$ cat src/design/grvf_pkg.sv
// ----------------------------------------------------------------------------
// grvf_pkg - shared constants, types and helpers for the root vertex finder
// Vertex limits, field widths, sequencer states and small bit helpers.
// ----------------------------------------------------------------------------
package grvf_pkg;

    localparam int C_MAX_VTX = 8;                      // vertices the store holds
    localparam int C_IDX_W   = $clog2(C_MAX_VTX);      // vertex index width
    localparam int C_CNT_W   = C_IDX_W + 1;            // holds 0..C_MAX_VTX
    localparam int C_CFG_W   = 4;                      // vertex_count register width
    localparam int C_ROOTS_W = 2;                      // root tally, saturates at 2

    typedef enum logic [2:0] {
        S_LOAD,     // taking edges
        S_INIT,     // copy adjacency plus self bit into reach store
        S_KROW,     // read pivot row k
        S_KCAP,     // capture pivot row
        S_UPD,      // sweep rows, merge pivot row where bit k is set
        S_SCAN,     // look for rows that reach every vertex
        S_FIN,      // last scan row settles
        S_DONE      // hand result to output register, clear adjacency
    } t_state;

    typedef enum logic [1:0] {
        WB_NONE,
        WB_INIT,
        WB_UPD,
        WB_SCAN
    } t_wb_kind;

    // vertex count in force, values above the limit act as the limit
    function automatic logic [C_CNT_W-1:0] vtx_clip(input logic [C_CFG_W-1:0] v);
        if (v > C_CFG_W'(C_MAX_VTX)) begin
            return C_CNT_W'(C_MAX_VTX);
        end else begin
            return C_CNT_W'(v);
        end
    endfunction

    // one bit per vertex in use
    function automatic logic [C_MAX_VTX-1:0] vtx_mask(input logic [C_CNT_W-1:0] n);
        logic [C_MAX_VTX-1:0] m;
        m = '0;
        for (int b = 0; b < C_MAX_VTX; b++) begin
            m[b] = (C_CNT_W'(b) < n);
        end
        return m;
    endfunction

    function automatic logic [C_MAX_VTX-1:0] vtx_onehot(input logic [C_IDX_W-1:0] i);
        return C_MAX_VTX'(1) << i;
    endfunction

endpackage

$ cat src/design/grvf_ram.sv
// ----------------------------------------------------------------------------
// grvf_ram - generic single write, single read RAM
// One write port, one read port, read data registered.
// ----------------------------------------------------------------------------
module grvf_ram #(
    parameter int WIDTH = 8,
    parameter int DEPTH = 8
) (
    input  logic                     i_clk,
    input  logic                     i_wr_en,
    input  logic [$clog2(DEPTH)-1:0] i_wr_addr,
    input  logic [WIDTH-1:0]         i_wr_data,
    input  logic [$clog2(DEPTH)-1:0] i_rd_addr,
    output logic [WIDTH-1:0]         o_rd_data
);

    logic [WIDTH-1:0] r_mem [DEPTH];
    logic [WIDTH-1:0] r_rd_data;

    always_ff @(posedge i_clk) begin
        if (i_wr_en) begin
            r_mem[i_wr_addr] <= i_wr_data;
        end
        r_rd_data <= r_mem[i_rd_addr];   // old data on a same-address collision
    end

    assign o_rd_data = r_rd_data;

endmodule

$ cat src/design/graph_root_vertex_finder_unit.sv
// ----------------------------------------------------------------------------
// graph_root_vertex_finder_unit - unique root (mother vertex) search
// Loads directed edges into an adjacency RAM, forms the transitive closure
// in a reach RAM after the last edge, and reports the single root, if any.
// ----------------------------------------------------------------------------
//
//  channel    dir  handshake              payload
//  s_axis     in   tvalid/tready          tdata[2:0] edge_source, [5:3] edge_target,
//                                         tlast last_edge
//  m_axis     out  tvalid/tready          tdata[0] unique_root_found,
//                                         [3:1] root_index
//  cfg        in   wr_en (no wait)        wr_data[3:0] vertex_count
//
//  Edges are taken one per cycle; each edge is a read-modify-write of one
//  adjacency row, overlapped with the next edge through a one-deep bypass.
//  After the last edge the search is paced by the single read port of
//  the reach RAM: one row per cycle, plus a fetch and capture of row k
//  for each pivot (states S_KROW and S_KCAP).
//  No edges are taken during the search. The result sits in an output
//  register, so loading of the next graph starts while it waits; a second
//  search holds at its end until that register is free.
//  Reset (synchronous, active low) clears control state, the adjacency valid
//  bits and sets vertex_count to 8; RAM contents are not cleared.
//
module graph_root_vertex_finder_unit
    import grvf_pkg::*;
(
    input  logic       i_clk,
    input  logic       i_rst_n,
    // edge stream
    input  logic       i_s_axis_tvalid,
    output logic       o_s_axis_tready,
    input  logic [7:0] i_s_axis_tdata,     // [2:0] edge_source, [5:3] edge_target
    input  logic       i_s_axis_tlast,     // last_edge
    // result stream
    output logic       o_m_axis_tvalid,
    input  logic       i_m_axis_tready,
    output logic [7:0] o_m_axis_tdata,     // [0] unique_root_found, [3:1] root_index
    // configuration
    input  logic       i_cfg_wr_en,
    input  logic [3:0] i_cfg_wr_data       // vertex_count
);

    // ---------------------------------------------------------------- state
    t_state                r_state, n_state;
    logic [C_CFG_W-1:0]    r_vertex_count;

    logic [C_CNT_W-1:0]    r_n, n_n;           // vertices in use for the search
    logic [C_MAX_VTX-1:0]  r_all, n_all;       // mask of those vertices
    logic [C_CNT_W-1:0]    r_i, n_i;           // row counter
    logic [C_CNT_W-1:0]    r_k, n_k;           // pivot counter
    logic [C_MAX_VTX-1:0]  r_rk;               // pivot row

    // edge load stage
    logic                  r_ld_vld;
    logic [C_IDX_W-1:0]    r_ld_src;
    logic [C_MAX_VTX-1:0]  r_ld_mask;
    logic [C_MAX_VTX-1:0]  r_adj_vld;          // rows written since last clear

    // bypass of the write made at the same edge as a read
    logic                  r_afw_vld;
    logic [C_IDX_W-1:0]    r_afw_addr;
    logic [C_MAX_VTX-1:0]  r_afw_data;
    logic                  r_rfw_vld;
    logic [C_IDX_W-1:0]    r_rfw_addr;
    logic [C_MAX_VTX-1:0]  r_rfw_data;
    logic [C_IDX_W-1:0]    r_adj_rd_addr;
    logic [C_IDX_W-1:0]    r_rch_rd_addr;

    // reach write-back stage
    t_wb_kind              r_wb_kind, n_wb_kind;
    logic [C_IDX_W-1:0]    r_wb_idx, n_wb_idx;
    logic [C_IDX_W-1:0]    r_wb_k;

    logic [C_ROOTS_W-1:0]  r_roots;
    logic [C_IDX_W-1:0]    r_root;

    // output register
    logic                  r_res_vld;
    logic                  r_res_found;
    logic [C_IDX_W-1:0]    r_res_root;

    // ------------------------------------------------------------ datapath
    logic                  in_acc;
    logic [C_IDX_W-1:0]    in_src, in_dst;
    logic [C_CNT_W-1:0]    n_cur;
    logic                  in_range;

    logic [C_IDX_W-1:0]    adj_raddr, rch_raddr;
    logic [C_MAX_VTX-1:0]  adj_rdata, rch_rdata;
    logic [C_MAX_VTX-1:0]  adj_row, rch_row;
    logic                  adj_we, rch_we;
    logic [C_MAX_VTX-1:0]  adj_wdata, rch_wdata;
    logic                  last_i, last_k, res_take, row_full;

    assign in_src   = i_s_axis_tdata[C_IDX_W-1:0];
    assign in_dst   = i_s_axis_tdata[2*C_IDX_W-1:C_IDX_W];
    assign n_cur    = vtx_clip(r_vertex_count);
    assign in_range = ({1'b0, in_src} < n_cur) && ({1'b0, in_dst} < n_cur);
    assign in_acc   = i_s_axis_tvalid && o_s_axis_tready;

    assign last_i   = (r_i == r_n - C_CNT_W'(1));
    assign last_k   = (r_k == r_n - C_CNT_W'(1));
    assign res_take = !r_res_vld || i_m_axis_tready;

    // row as last written: bypass, then never-written rows read as zero
    assign adj_row = (r_afw_vld && r_afw_addr == r_adj_rd_addr) ? r_afw_data :
                     (r_adj_vld[r_adj_rd_addr] ? adj_rdata : '0);
    assign rch_row = (r_rfw_vld && r_rfw_addr == r_rch_rd_addr) ? r_rfw_data : rch_rdata;

    assign adj_we    = r_ld_vld;
    assign adj_wdata = adj_row | r_ld_mask;

    assign row_full = ((rch_row & r_all) == r_all);

    always_comb begin
        rch_we    = 1'b0;
        rch_wdata = rch_row;
        case (r_wb_kind)
            WB_INIT: begin
                rch_we    = 1'b1;
                rch_wdata = (adj_row | vtx_onehot(r_wb_idx)) & r_all;
            end
            WB_UPD: begin
                rch_we    = 1'b1;
                rch_wdata = rch_row[r_wb_k] ? (rch_row | r_rk) : rch_row;
            end
            default: begin
                rch_we    = 1'b0;
            end
        endcase
    end

    grvf_ram #(.WIDTH(C_MAX_VTX), .DEPTH(C_MAX_VTX)) u_adj_ram (
        .i_clk     (i_clk),
        .i_wr_en   (adj_we),
        .i_wr_addr (r_ld_src),
        .i_wr_data (adj_wdata),
        .i_rd_addr (adj_raddr),
        .o_rd_data (adj_rdata)
    );

    grvf_ram #(.WIDTH(C_MAX_VTX), .DEPTH(C_MAX_VTX)) u_rch_ram (
        .i_clk     (i_clk),
        .i_wr_en   (rch_we),
        .i_wr_addr (r_wb_idx),
        .i_wr_data (rch_wdata),
        .i_rd_addr (rch_raddr),
        .o_rd_data (rch_rdata)
    );

    // ---------------------------------------------------------- next state
    always_comb begin
        n_state = r_state;
        unique case (r_state)
            S_LOAD: if (in_acc && i_s_axis_tlast) n_state = S_INIT;
            S_INIT: begin
                if (r_n == '0) begin
                    n_state = S_DONE;
                end else if (last_i) begin
                    n_state = S_KROW;
                end
            end
            S_KROW: n_state = S_KCAP;
            S_KCAP: n_state = S_UPD;
            S_UPD: begin
                if (last_i) n_state = last_k ? S_SCAN : S_KROW;
            end
            S_SCAN: if (last_i) n_state = S_FIN;
            S_FIN:  n_state = S_DONE;
            S_DONE: if (res_take) n_state = S_LOAD;
            default: n_state = S_LOAD;
        endcase
    end

    // ------------------------------------------------------ control outputs
    always_comb begin
        o_s_axis_tready = 1'b0;
        adj_raddr       = r_i[C_IDX_W-1:0];
        rch_raddr       = r_i[C_IDX_W-1:0];
        n_n             = r_n;
        n_all           = r_all;
        n_i             = r_i;
        n_k             = r_k;
        n_wb_kind       = WB_NONE;
        n_wb_idx        = r_i[C_IDX_W-1:0];
        unique case (r_state)
            S_LOAD: begin
                o_s_axis_tready = 1'b1;
                adj_raddr       = in_src;
                if (in_acc && i_s_axis_tlast) begin
                    n_n   = n_cur;
                    n_all = vtx_mask(n_cur);
                    n_i   = '0;
                end
            end
            S_INIT: begin
                if (r_n != '0) begin
                    n_wb_kind = WB_INIT;
                    n_i       = last_i ? '0 : r_i + C_CNT_W'(1);
                    if (last_i) n_k = '0;
                end
            end
            S_KROW: begin
                rch_raddr = r_k[C_IDX_W-1:0];
            end
            S_UPD: begin
                n_wb_kind = WB_UPD;
                n_i       = last_i ? '0 : r_i + C_CNT_W'(1);
                if (last_i) n_k = r_k + C_CNT_W'(1);
            end
            S_SCAN: begin
                n_wb_kind = WB_SCAN;
                n_i       = last_i ? '0 : r_i + C_CNT_W'(1);
            end
            S_KCAP, S_FIN, S_DONE: begin
                n_wb_kind = WB_NONE;
            end
            default: begin
                n_wb_kind = WB_NONE;
            end
        endcase
    end

    // ------------------------------------------------------------ registers
    always_ff @(posedge i_clk) begin
        if (!i_rst_n) begin
            r_state        <= S_LOAD;
            r_vertex_count <= C_CFG_W'(C_MAX_VTX);
            r_ld_vld       <= 1'b0;
            r_adj_vld      <= '0;
            r_afw_vld      <= 1'b0;
            r_rfw_vld      <= 1'b0;
            r_wb_kind      <= WB_NONE;
            r_res_vld      <= 1'b0;
            r_n            <= '0;
            r_i            <= '0;
            r_k            <= '0;
            r_roots        <= '0;
        end else begin
            r_state   <= n_state;
            r_n       <= n_n;
            r_i       <= n_i;
            r_k       <= n_k;
            r_wb_kind <= n_wb_kind;
            if (i_cfg_wr_en) r_vertex_count <= i_cfg_wr_data;

            r_ld_vld <= in_acc && in_range;
            if (adj_we) r_adj_vld[r_ld_src] <= 1'b1;
            r_afw_vld <= adj_we;
            r_rfw_vld <= rch_we;

            if (r_state == S_LOAD && in_acc && i_s_axis_tlast) begin
                r_roots <= '0;
            end else if (r_wb_kind == WB_SCAN && row_full && r_roots != 2'd2) begin
                r_roots <= r_roots + 2'd1;
            end

            if (r_state == S_DONE && res_take) begin
                r_res_vld <= 1'b1;
                r_adj_vld <= '0;             // adjacency cleared for next graph
            end else if (i_m_axis_tready) begin
                r_res_vld <= 1'b0;
            end
        end
    end

    // payload, no reset
    always_ff @(posedge i_clk) begin
        r_all         <= n_all;
        r_ld_src      <= in_src;
        r_ld_mask     <= vtx_onehot(in_dst);
        r_adj_rd_addr <= adj_raddr;
        r_rch_rd_addr <= rch_raddr;
        r_afw_addr    <= r_ld_src;
        r_afw_data    <= adj_wdata;
        r_rfw_addr    <= r_wb_idx;
        r_rfw_data    <= rch_wdata;
        r_wb_idx      <= n_wb_idx;
        r_wb_k        <= r_k[C_IDX_W-1:0];
        if (r_state == S_KCAP) r_rk <= rch_row;
        if (r_wb_kind == WB_SCAN && row_full) r_root <= r_wb_idx;
        if (r_state == S_DONE && res_take) begin
            r_res_found <= (r_roots == 2'd1);
            r_res_root  <= (r_roots == 2'd1) ? r_root : '0;
        end
    end

    assign o_m_axis_tvalid = r_res_vld;
    assign o_m_axis_tdata  = {4'b0000, r_res_root, r_res_found};

    // ----------------------------------------------------------- assertions
    // no edge write may still be pending once the closure sweep runs
    a_no_load_in_sweep: assert property (@(posedge i_clk) disable iff (!i_rst_n)
        (r_state == S_UPD || r_state == S_SCAN || r_state == S_KROW) |-> !r_ld_vld)
        else $error("adjacency write during closure sweep");

    // row counter stays inside the vertices in use while sweeping
    a_row_in_range: assert property (@(posedge i_clk) disable iff (!i_rst_n)
        (r_state == S_UPD || r_state == S_SCAN) |-> (r_i < r_n))
        else $error("row counter beyond vertex count");

    // handing over a result leaves an empty adjacency store behind
    a_clear_after_result: assert property (@(posedge i_clk) disable iff (!i_rst_n)
        (r_state == S_DONE && res_take) |=> (r_adj_vld == '0 && r_res_vld))
        else $error("adjacency not cleared after result");

    // reach store is not written while edges are being loaded
    a_no_reach_wr_in_load: assert property (@(posedge i_clk) disable iff (!i_rst_n)
        (r_state == S_LOAD) |-> !rch_we)
        else $error("reach write while loading edges");

endmodule
$ cat config.mk
export PLATFORM = sky130hd
export DESIGN_NAME = graph_root_vertex_finder_unit
export DESIGN_NICKNAME = d
export VERILOG_FILES = /design/src/design/grvf_pkg.sv /design/src/design/grvf_ram.sv /design/src/design/graph_root_vertex_finder_unit.sv
export SDC_FILE = /design/constraint.sdc
export NUM_CORES = 1
export LEC_CHECK = 0
export BUFFER_PORTS_ARGS = -buffer_cell sky130_fd_sc_hd__buf_2
export CAP_MARGIN = 20
export CORE_UTILIZATION = 31
export DETAILED_ROUTE_END_ITERATION = 10
export SYNTH_ARGS = -nofsm -noshare
export SYNTH_HDL_FRONTEND = slang
export SYNTH_SLANG_ARGS = --single-unit
$ cat constraint.sdc
create_clock -name i_clk -period 6 [get_ports i_clk]
set_clock_uncertainty 0.15 [all_clocks]
set_input_delay 1.5 -clock i_clk [delete_from_list [all_inputs] [get_ports i_clk]]
set_output_delay 1.5 -clock i_clk [all_outputs]
set_load 0.01 [all_outputs]
==> results of run 1 <==
[metal layers]
layer	vias up	wire [um]	global-route usage (%)
met5	-	0	0
met4	0	435	3.53
met3	32	773	2.01
met2	77	9580	20.4
met1	2706	9460	16.9
li1	2658	-	-
[cells by family after synthesis]
logic type,synth area share (%)
and+or+nand+nor,9.06
muxes,15.1
buffers and inverters,2.53
DFF,64.3
other,0.0373
adders and majority gates,1.62
xor gates and xnor gates,1.99
AOI/OAI and AO/OA,5.32
[metrics by stage]
step | power (mW) | worst slack (ps) | std cells
final | 5.02 | 2620 | 1145
after global routing | 5.24 | 2530 | 1145
after CTS | 5.07 | 2600 | 1142
after detailed placement | 3.37 | 2670 | 1094
after global placement | 3.35 | 2700 | 1093
after floorplan | 3.07 | 2970 | 695
[power by group through the flow]
stage               combinational, mW  sequential, mW  clock [mW]
detailed placement               1.08            2.28           0
CTS                              1.08            2.25        1.73
floorplan                       0.891            2.18           0
finish                           1.07            2.25        1.70
global placement                 1.06            2.29           0
global route                     1.17            2.28        1.80
[synthesized netlist by cell type (4+ instances only)]
| cell type | count | area share, % |
|---|---|---|
| a21oi_1 | 9 | 0.45 |
| a221o_1 | 24 | 2.4 |
| and2_1 | 13 | 0.81 |
| buf_2 | 8 | 0.40 |
| buf_4 | 7 | 0.52 |
| clkbuf_1 | 12 | 0.45 |
| dfxtp_1 | 96 | 19 |
| edfxtp_1 | 151 | 45 |
| ha_1 | 13 | 1.6 |
| inv_1 | 19 | 0.71 |
| mux2_2 | 28 | 3.1 |
| mux2i_1 | 75 | 7.5 |
| mux4_1 | 13 | 3.4 |
| mux4_2 | 4 | 0.90 |
| nand2_1 | 18 | 0.67 |
| nand2b_1 | 21 | 1.3 |
| nand3_1 | 8 | 0.40 |
| nor2_1 | 58 | 2.2 |
| nor2b_1 | 9 | 0.56 |
| nor3_1 | 12 | 0.60 |
| nor3b_1 | 4 | 0.30 |
| o21ai_0 | 15 | 0.75 |
| or2_2 | 4 | 0.25 |
| xnor2_1 | 10 | 0.87 |
| xor2_1 | 5 | 0.44 |
[critical path, delay by kind of cell (launching register included)]
kind	cells	cell delay, ps
buffers and inverters	1	220
DFF	1	490
and+or+nand+nor	1	490
[final cells by class]
type                            instances  area, um^2  share of cell area [%]
Multi-Input combinational cell        396        3390                    29.3
Clock inverter                         10         136                    1.18
Tap cell                              402         503                    4.36
Sequential cell                       247        6460                    55.9
Inverter                               21        78.8                   0.683
Clock buffer                           38         788                    6.83
Timing Repair Buffer                   31         194                    1.68
[state kept, by name (all words and copies together) (netlist names), 8 cells and up]
signal	flops
r_rk	8
u_adj_ram.o_rd_data	8
u_rch_ram.r_mem	64
r_afw_data	8
u_adj_ram.r_mem	64
r_ld_mask	8
r_adj_vld	8
u_rch_ram.o_rd_data	8
r_rfw_data	8
r_all	8
[worst min-delay path by stage]
stage / start / to
6_report: r_ld_src[0] / r_afw_addr[0]
5_1_grt: r_ld_src[0] / r_afw_addr[0]
4_1_cts: r_ld_src[0] / r_afw_addr[0]
3_5_place_dp: r_ld_src[0] / r_afw_addr[0]
3_3_place_gp: r_ld_src[0] / r_afw_addr[0]
2_1_floorplan: r_ld_src[0] / r_afw_addr[0]
==> key figures, run 1 <==
Run status
  • Outcome: complete, no violations

Logic synthesis
  • Asr flop ratio synth: 0%
  • Synth Flop Type: edfxtp_1
  • Synth cell types: between 60 and 70
  • Mean post-synth cell area: between 10 and 15 um^2
  • Sequential cell area fraction in the yosys report: 64.3%
  • EDFF count, synth: ~150
  • Cell Area, Synth: between 10000 and 15000 um^2
  • Cell count after synthesis: 692
  • Ys Warns: 0
  • #FFs+latches synth: between 200 and 250

Die
  • Die Y: approximately 180 um
  • Io pins: 28
  • Initial Util: roughly a third
  • Core area: approximately 32000 um^2
  • Die W: 182 um
  • FP Rows: 65
  • Die area: approximately 33000 um^2

Routing
  • Detailed-route vias per instance: roughly 4.8
  • DR vias: between 5000 and 6000
  • WL final: between 20 and 25 mm
  • Drt pass-1 iters: 4
  • Drt drc: 0
  • Per-cell routed wire length: approximately 18 um
  • Initial drt markers: 324
  • Routed Antenna Nets: 0

Pwr
  • Sequential power share: about 45%
  • Cell Int Power: 3.64 mW
  • PwrDens: ~430 nW/um^2
  • Psw: 1.39 mW
  • Peak VDD IR: approximately 0.00035 V
  • Static Leak: approximately 4.3 nW
  • Sw Share: between 20% and 30%
  • Clock network power share: 33.8%
  • Combinational cell fraction of total power: between 20% and 30%

STA
  • Final setup viols: 0
  • Worst Tran Pin Value: 1130 ps
  • Final worst-path cycle share: between 50% and 60%
  • Setup TNS: 0 ps
  • F_max: roughly 300 MHz
  • Fin. Hold Viols: 0
  • RSZ-0062 raised after global routing: false
  • Rel. slew slack: between 20% and 30%
  • Fin crit period: approximately 3400 ps
  • Slew Viols, Final: 0
  • WHS: 212 ps

Layout
  • Post-layout net count: 754
  • Fin util: 36.4%
  • Share of cells above drive strength 1: approximately 17%
  • Fin area: approximately 12000 um^2
  • Most common cell after layout, fill and taps aside: edfxtp_1
  • Most frequent cells in the layout: edfxtp_1, dfxtp_1, mux2i_1, nor2_1
  • Fillers: 3028
  • P&R area growth vs syn: 15.0%
  • Antenna diodes: 0

GRT
  • Vias in the first global route: about 5500
  • Pin count of the biggest net entering global routing: 34
  • Global-route wire length before repair: 31.6 mm
  • All-Layer GR Usage: 12.4%
  • GRT overflow: 0
  • Initial antenna violation count: 0

Worst setup path
  • Crit path to: o_s_axis_tready
  • Worst path required time: 4350 ps
  • Setup crit end kind: output pin
  • Worst Setup Start Kind: flip-flop
  • Crit-path max cell delay: between 400 and 500 ps
  • RR Endpoint: u_rch_ram.r_mem[3][4]
  • Critical path type: flip-flop to output pin
  • FF-to-FF path depth: 5
  • Worst Path Max Fanout: 16
  • CP Cell Sequence: nor3_4, buf_2
  • R2R setup slack: around 2800 ps
  • Crit. Startpoint: r_state[0]
  • CP max-delay cell: dfxtp_1
  • WP data arrival: ~1700 ps
  • R2R Path Start: r_rch_rd_addr[1]

Clocking
  • Clock tree buffer depth: 3
  • Clock sink count: 247
  • # hold bufs at CTS: 0
  • # resized after CTS: 0
  • CTS clk-pin slew, worst paths: 60 ps
  • CTS root buf: clkbuf_16
  • CTS tree: done
  • CTS Buf Count: 26
  • H-tree levels: 1
  • Clk Latency, worst-skew pair: around 530 ps
  • Post-CTS Setup Bufs: 0

Run
  • Max-cap viol count: 0

Min path
  • Worst hold-check path type: flip-flop to flip-flop
  • Min-Delay Path Depth: 0

Place
  • GPL Wtd Cong: 0.785
  • Port bufs: 21
  • HPWL Detailed: 13.1 mm
  • Post-DP Area: approximately 11000 um^2
Power figures use the tool's default switching activity.
==> inputs of run 2 (changes only) <==
==> constraint.sdc (replaced) <==
create_clock -name i_clk -period 2.81 [get_ports i_clk]
set_clock_uncertainty 0.15 [all_clocks]
set_input_delay 0.7025 -clock i_clk [delete_from_list [all_inputs] [get_ports i_clk]]
set_output_delay 0.7025 -clock i_clk [all_outputs]
set_load 0.01 [all_outputs]
==> run 2 against run 1 <==
Hold slack worse by 36 ps. Utilization rose by 0.28 points. Combinational power is 130% higher. Critical path depth is 6 higher. Final cell count is 2.1% higher. Largest cell class unchanged. Routed wire length decreased by 0.87%. Global-route usage is essentially flat. Register-to-register slack lost 2500 ps. Largest power group unchanged.
==> key figures, run 2 (synthesis gave the netlist of run 1 again) <==
Pwr
  • Sequential power share: 45.5%
  • Static Leak: 4.39 nW
  • Cell Int Power: 7.58 mW
  • Peak VDD IR: between 0.0004 and 0.0005 V
  • Psw: between 2 and 3 mW
  • Clock network power share: between 30% and 40%
  • PwrDens: roughly 900 nW/um^2
  • Sw Share: between 20% and 30%
  • Combinational cell fraction of total power: 22.9%

Routing
  • Per-cell routed wire length: approximately 17 um
  • Drt pass-1 iters: 4
  • Drt drc: 0
  • Initial drt markers: around 300
  • DR vias: 5515
  • Detailed-route vias per instance: ~4.7
  • WL final: about 20 mm
  • Routed Antenna Nets: 0

Worst setup path
  • Crit-path max cell delay: approximately 370 ps
  • RR Endpoint: u_rch_ram.r_mem[7][1]
  • Setup crit end kind: flip-flop
  • CP Cell Sequence: inv_1, ha_1, nor3b_1, o21ai_0, mux2_2, o211ai_1, buf_4, a221o_1
  • Worst path required time: 2960 ps
  • Worst Setup Start Kind: flip-flop
  • WP data arrival: roughly 2700 ps
  • CP delay by family, top: compound AO/OA/AOI/OAI gates
  • R2R setup slack: between 200 and 300 ps
  • FF-to-FF path depth: 8
  • Worst Path Max Fanout: 9
  • Crit path buf inv count: 2
  • Critical path type: flip-flop to flip-flop
  • R2R Path Start: r_wb_kind[0]
  • CP max-delay cell: a221o_1

Layout
  • Area occupied by multi-input gates: about 3400 um^2
  • Fillers: 3031
  • Antenna diodes: 0
  • Biggest regs: u_adj_ram.r_mem: 64 flops, u_rch_ram.r_mem: 64 flops
  • P&R area growth vs syn: 15.9%
  • Most common cell after layout, fill and taps aside: edfxtp_1
  • Most frequent cells in the layout: edfxtp_1, dfxtp_1, mux2i_1, nor2_1, buf_4
  • FF+latch area: approximately 6500 um^2
  • Fin util: a little under two fifths
  • Post-layout net count: between 700 and 800
  • Share of cells above drive strength 1: ~19%

STA
  • RSZ-0062 raised after global routing: false
  • Setup TNS: 0 ps
  • Final worst-path cycle share: between 80% and 90%
  • Final setup viols: 0
  • Worst Tran Pin Value: 795 ps
  • Fin. Hold Viols: 0
  • WHS: 176 ps
  • F_max: 398 MHz
  • Rel. slew slack: a little under half
  • Fin crit period: ~2500 ps
  • Slew Viols, Final: 0
  • Final WS setup: between 200 and 300 ps

Clocking
  • # hold bufs at CTS: 0
  • Clk Latency, worst-skew pair: about 530 ps
  • CTS tree: done
  • CTS root buf: clkbuf_16
  • Clock sink count: between 200 and 250
  • CTS Buf Count: 26
  • # resized after CTS: 0
  • H-tree levels: 1
  • Clock tree buffer depth: 3
  • CTS clk-pin slew, worst paths: roughly 60 ps
  • Post-CTS Setup Bufs: 0

Die
  • Initial Util: between 30% and 40%
  • Die W: 182 um
  • Io pins: 28
  • Die area: ~33000 um^2
  • Die Y: about 180 um
  • FP Rows: 65
  • Core area: approximately 32000 um^2

Place
  • Port bufs: 21
  • Pre-CTS setup slack: roughly 330 ps
  • HPWL Detailed: between 10 and 15 mm
  • GPL Wtd Cong: between 0.7 and 0.8

GRT
  • Global-route wire length before repair: around 32 mm
  • Initial antenna violation count: 0
  • Pin count of the biggest net entering global routing: 34
  • GRT overflow: 0
  • All-Layer GR Usage: 12.4%
  • Vias in the first global route: 5637

Min path
  • HP Start: i_s_axis_tdata[2]
  • Hold Crit Endpoint: r_ld_src[2]
  • Min-Delay Path Depth: 1
  • Worst hold-check path type: primary input to flip-flop

Run status
  • Outcome: complete, no violations

Run
  • Max-cap viol count: 0
-- run 2: cell count changes in the layout (fill, tap and decap cells not counted) --
cell | previous run | this run
buf_12 | 0 | 2
buf_4 | 7 | 32
buf_6 | 2 | 0
bufinv_16 | 3 | 2
clkbuf_1 | 5 | 4
clkbuf_16 | 28 | 26
clkbuf_8 | 6 | 2
clkinv_2 | 3 | 9
clkinv_4 | 0 | 2
clkinv_8 | 0 | 1
inv_6 | 1 | 0
inv_8 | 1 | 0
nor3_1 | 8 | 12
nor3_2 | 4 | 0
-- run 2: worst register-to-register path: stages (launching register included) --
cell and delay [ps]:
dfxtp_1 360, inv_1 60, ha_1 330, nor3b_1 250
o21ai_0 120, mux2_2 280, o211ai_1 160, buf_4 200
a221o_1 370
-- run 2: area by class of cell --
cell class                      instances  area share, %
Clock inverter                         16           1.29
Sequential cell                       247           55.5
Tap cell                              402           4.32
Multi-Input combinational cell        396           28.9
Timing Repair Buffer                   55           3.31
Clock buffer                           32           5.96
Inverter                               21          0.677
-- run 2: metal layers --
layer / global-route usage (%) / part of all wire (%)
met1: 16.3 / 47
met2: 21.5 / 48
met3: 1.54 / 2.3
met4: 3.60 / 2.1
met5: 0 / 0
-- run 2: worst max path at each step --
stage,start,depth (start not counted),to,slack (ps)
floorplan,r_state[2],7,u_adj_ram.o_rd_data[0],400
global route,r_n[0],7,r_i[3],30
global placement,r_adj_rd_addr[1],6,u_rch_ram.r_mem[2][1],340
finish,r_wb_kind[0],8,u_rch_ram.r_mem[7][1],300
detailed placement,r_adj_rd_addr[1],6,u_rch_ram.r_mem[3][1],330
CTS,r_wb_kind[0],8,u_rch_ram.r_mem[7][0],290
-- run 2: through the flow --
stage | total power [mW] | instances | cell area [um^2]
final | 10.5 | 1169 | 11600
after global routing | 11.0 | 1169 | 11600
after CTS | 10.6 | 1169 | 11600
after detailed placement | 7.29 | 1121 | 10800
after global placement | 7.26 | 1121 | 10800
after floorplan | 6.56 | 695 | 10100
-- run 2: power by group through the flow --
stage | Combinational [mW] | Sequential (mW) | Clock [mW]
2_1_floorplan | 1.90 | 4.66 | 0
3_3_place_gp | 2.41 | 4.85 | 0
3_5_place_dp | 2.45 | 4.84 | 0
4_1_cts | 2.46 | 4.78 | 3.41
5_1_grt | 2.64 | 4.82 | 3.57
6_report | 2.41 | 4.78 | 3.32
==> inputs of run 3 (changes only) <==
--- a/config.mk
+++ b/config.mk
@@ -6,7 +6,7 @@
 export NUM_CORES = 1
 export LEC_CHECK = 0
 export BUFFER_PORTS_ARGS = -buffer_cell sky130_fd_sc_hd__buf_2
-export CAP_MARGIN = 20
+export CAP_MARGIN = 15
 export CORE_UTILIZATION = 31
 export DETAILED_ROUTE_END_ITERATION = 10
 export SYNTH_ARGS = -nofsm -noshare
==> constraint.sdc (replaced) <==
create_clock -name i_clk -period 2.5 [get_ports i_clk]
set_clock_uncertainty 0.15 [all_clocks]
set_input_delay 0.625 -clock i_clk [delete_from_list [all_inputs] [get_ports i_clk]]
set_output_delay 0.625 -clock i_clk [all_outputs]
set_load 0.01 [all_outputs]
==> run 3 against run 2 <==
Hold slack worse by 66 ps. Via count increased by 1.5%. First-iteration DRC count is 19% lower. Non-clock buffer count increased by 14. Count of clock-buffer cells in the layout grew 1. Critical endpoint unchanged. Largest cell class unchanged. Highest routed layer unchanged.
==> key figures, run 3 (synthesis gave the netlist of run 1 again) <==
Die
  • Die W: roughly 180 um
  • Die area: about 33000 um^2
  • Initial Util: 31.7%
  • Core area: roughly 32000 um^2
  • FP Rows: 65
  • Io pins: 28
  • Die Y: roughly 180 um

Worst setup path
  • Crit path to: u_rch_ram.r_mem[7][1]
  • Worst Setup Start Kind: flip-flop
  • WP data arrival: approximately 2500 ps
  • FF-to-FF path depth: 6
  • RR Endpoint: u_rch_ram.r_mem[7][1]
  • Worst path required time: 2580 ps
  • Setup crit end kind: flip-flop
  • Crit-path max cell delay: around 480 ps
  • CP Cell Sequence: mux2i_1, mux4_2, nor2_1, buf_4, a221o_1, a221o_2
  • Critical path type: flip-flop to flip-flop
  • CP max-delay cell: dfxtp_1
  • Worst Path Max Fanout: 11
  • R2R Path Start: r_adj_rd_addr[1]
  • Crit. Startpoint: r_adj_rd_addr[1]
  • R2R setup slack: around 76 ps

Layout
  • Most frequent cells in the layout: edfxtp_1, dfxtp_1, mux2i_1, nor2_1, buf_4
  • Post-layout net count: a little under 800
  • Fillers: 2990
  • Antenna diodes: 0
  • Share of cells above drive strength 1: around 22%
  • Most common cell after layout, fill and taps aside: edfxtp_1
  • Biggest regs: u_adj_ram.r_mem: 64 flops, u_rch_ram.r_mem: 64 flops
  • P&R area growth vs syn: 19.0%
  • Fin area: 11900 um^2

STA
  • Rel. slew slack: ~56%
  • RSZ-0062 raised after global routing: false
  • Fin. Hold Viols: 0
  • Fin crit period: roughly 2400 ps
  • WHS: ~110 ps
  • F_max: 413 MHz
  • Final setup viols: 0
  • Worst Tran Pin Value: 651 ps
  • Final worst-path cycle share: a little over nine tenths
  • Slew Viols, Final: 0
  • Setup TNS: 0 ps

Run status
  • Outcome: complete, no violations

GRT
  • Initial antenna violation count: 0
  • GRT overflow: 0
  • All-Layer GR Usage: approximately 13%
  • Global-route wire length before repair: about 32 mm
  • Vias in the first global route: approximately 5700
  • Pin count of the biggest net entering global routing: 34

Pwr
  • Peak VDD IR: 0.00132 V
  • PwrDens: about 1100 nW/um^2
  • Static Leak: around 4.5 nW
  • Power Total: 12.6 mW

Clocking
  • CTS clk-pin slew, worst paths: about 60 ps
  • CTS tree: done
  • Clk Latency, worst-skew pair: 520 ps
  • Clock sink count: 247
  • Clock tree buffer depth: 3
  • CTS root buf: clkbuf_16
  • CTS Buf Count: 26
  • Post-CTS Setup Bufs: 0
  • H-tree levels: 1

Place
  • GPL Wtd Cong: approximately 0.77
  • HPWL Detailed: around 14 mm
  • Port bufs: 21
  • Post-DP Area: 10900 um^2

Routing
  • Per-cell routed wire length: ~17 um
  • Detailed-route vias per instance: 4.73
  • Initial drt markers: between 200 and 250
  • DR vias: 5600
  • WL final: between 20 and 25 mm
  • Drt drc: 0
  • Drt pass-1 iters: 5
  • Routed Antenna Nets: 0

Min path
  • Worst hold-check path type: primary input to flip-flop

Run
  • Max-cap viol count: 0
[run 3: changes by cell type in the layout (fill, tap and decap cells not counted), sizes merged]
cell      before  now
buf           55   69
bufinv         2    7
clkbuf        32   33
clkinv        13    4
clkinvlp       1    3
inv           21   22
[run 3: worst min-delay path by stage]
stage	to	slack, ps	cells past startpoint	startpoint
floorplan	r_afw_addr[0]	190	0	r_ld_src[0]
global placement	r_afw_addr[0]	210	0	r_ld_src[0]
detailed placement	r_afw_addr[0]	210	0	r_ld_src[0]
CTS	r_ld_src[0]	100	1	i_s_axis_tdata[0]
global route	r_ld_src[2]	100	1	i_s_axis_tdata[2]
finish	r_ld_src[0]	110	1	i_s_axis_tdata[0]
[run 3: area by class of cell]
type	instances	area (um^2)	area share, %
Timing Repair Buffer	69	515	4.32
Sequential cell	247	6460	54.1
Clock buffer	33	738	6.18
Tap cell	402	503	4.21
Clock inverter	15	269	2.25
Inverter	21	78.8	0.660
Multi-Input combinational cell	396	3380	28.3
[run 3: stage by stage]
step	std cells	utilization, %	setup WS, ps
detailed placement	1135	34.4	48.4
CTS	1183	37.6	22.2
finish	1183	37.7	76.1
global placement	1135	34.4	59.2
global route	1183	37.7	23.8
floorplan	695	-	88.6
[run 3: what timing repair did]
action,in CTS,in global routing
hold buffers,0,0
gates resized for setup,0,9
setup endpoints to repair,0,72
[run 3: critical path: cells and delay by family (launching register included)]
family	cells	cell delay, ps
mux	2	500
simple gates	1	40
compound gates	2	800
buf+inv	1	160
flops	1	480
[run 3: layer usage]
layer,share of wire [%],vias up,track usage (%)
li1,-,2729,-
met1,46,2739,16.5
met2,48,95,22.0
met3,3.8,37,1.62
met4,2.3,0,3.90
met5,0,-,0
[run 3: power by group]
part           total, mW  switching [mW]  internal [mW]
Combinational       2.92            1.46           1.45
Sequential          5.34           0.351           4.98
Clock               4.38            1.56           2.82
Total               12.6            3.37           9.26
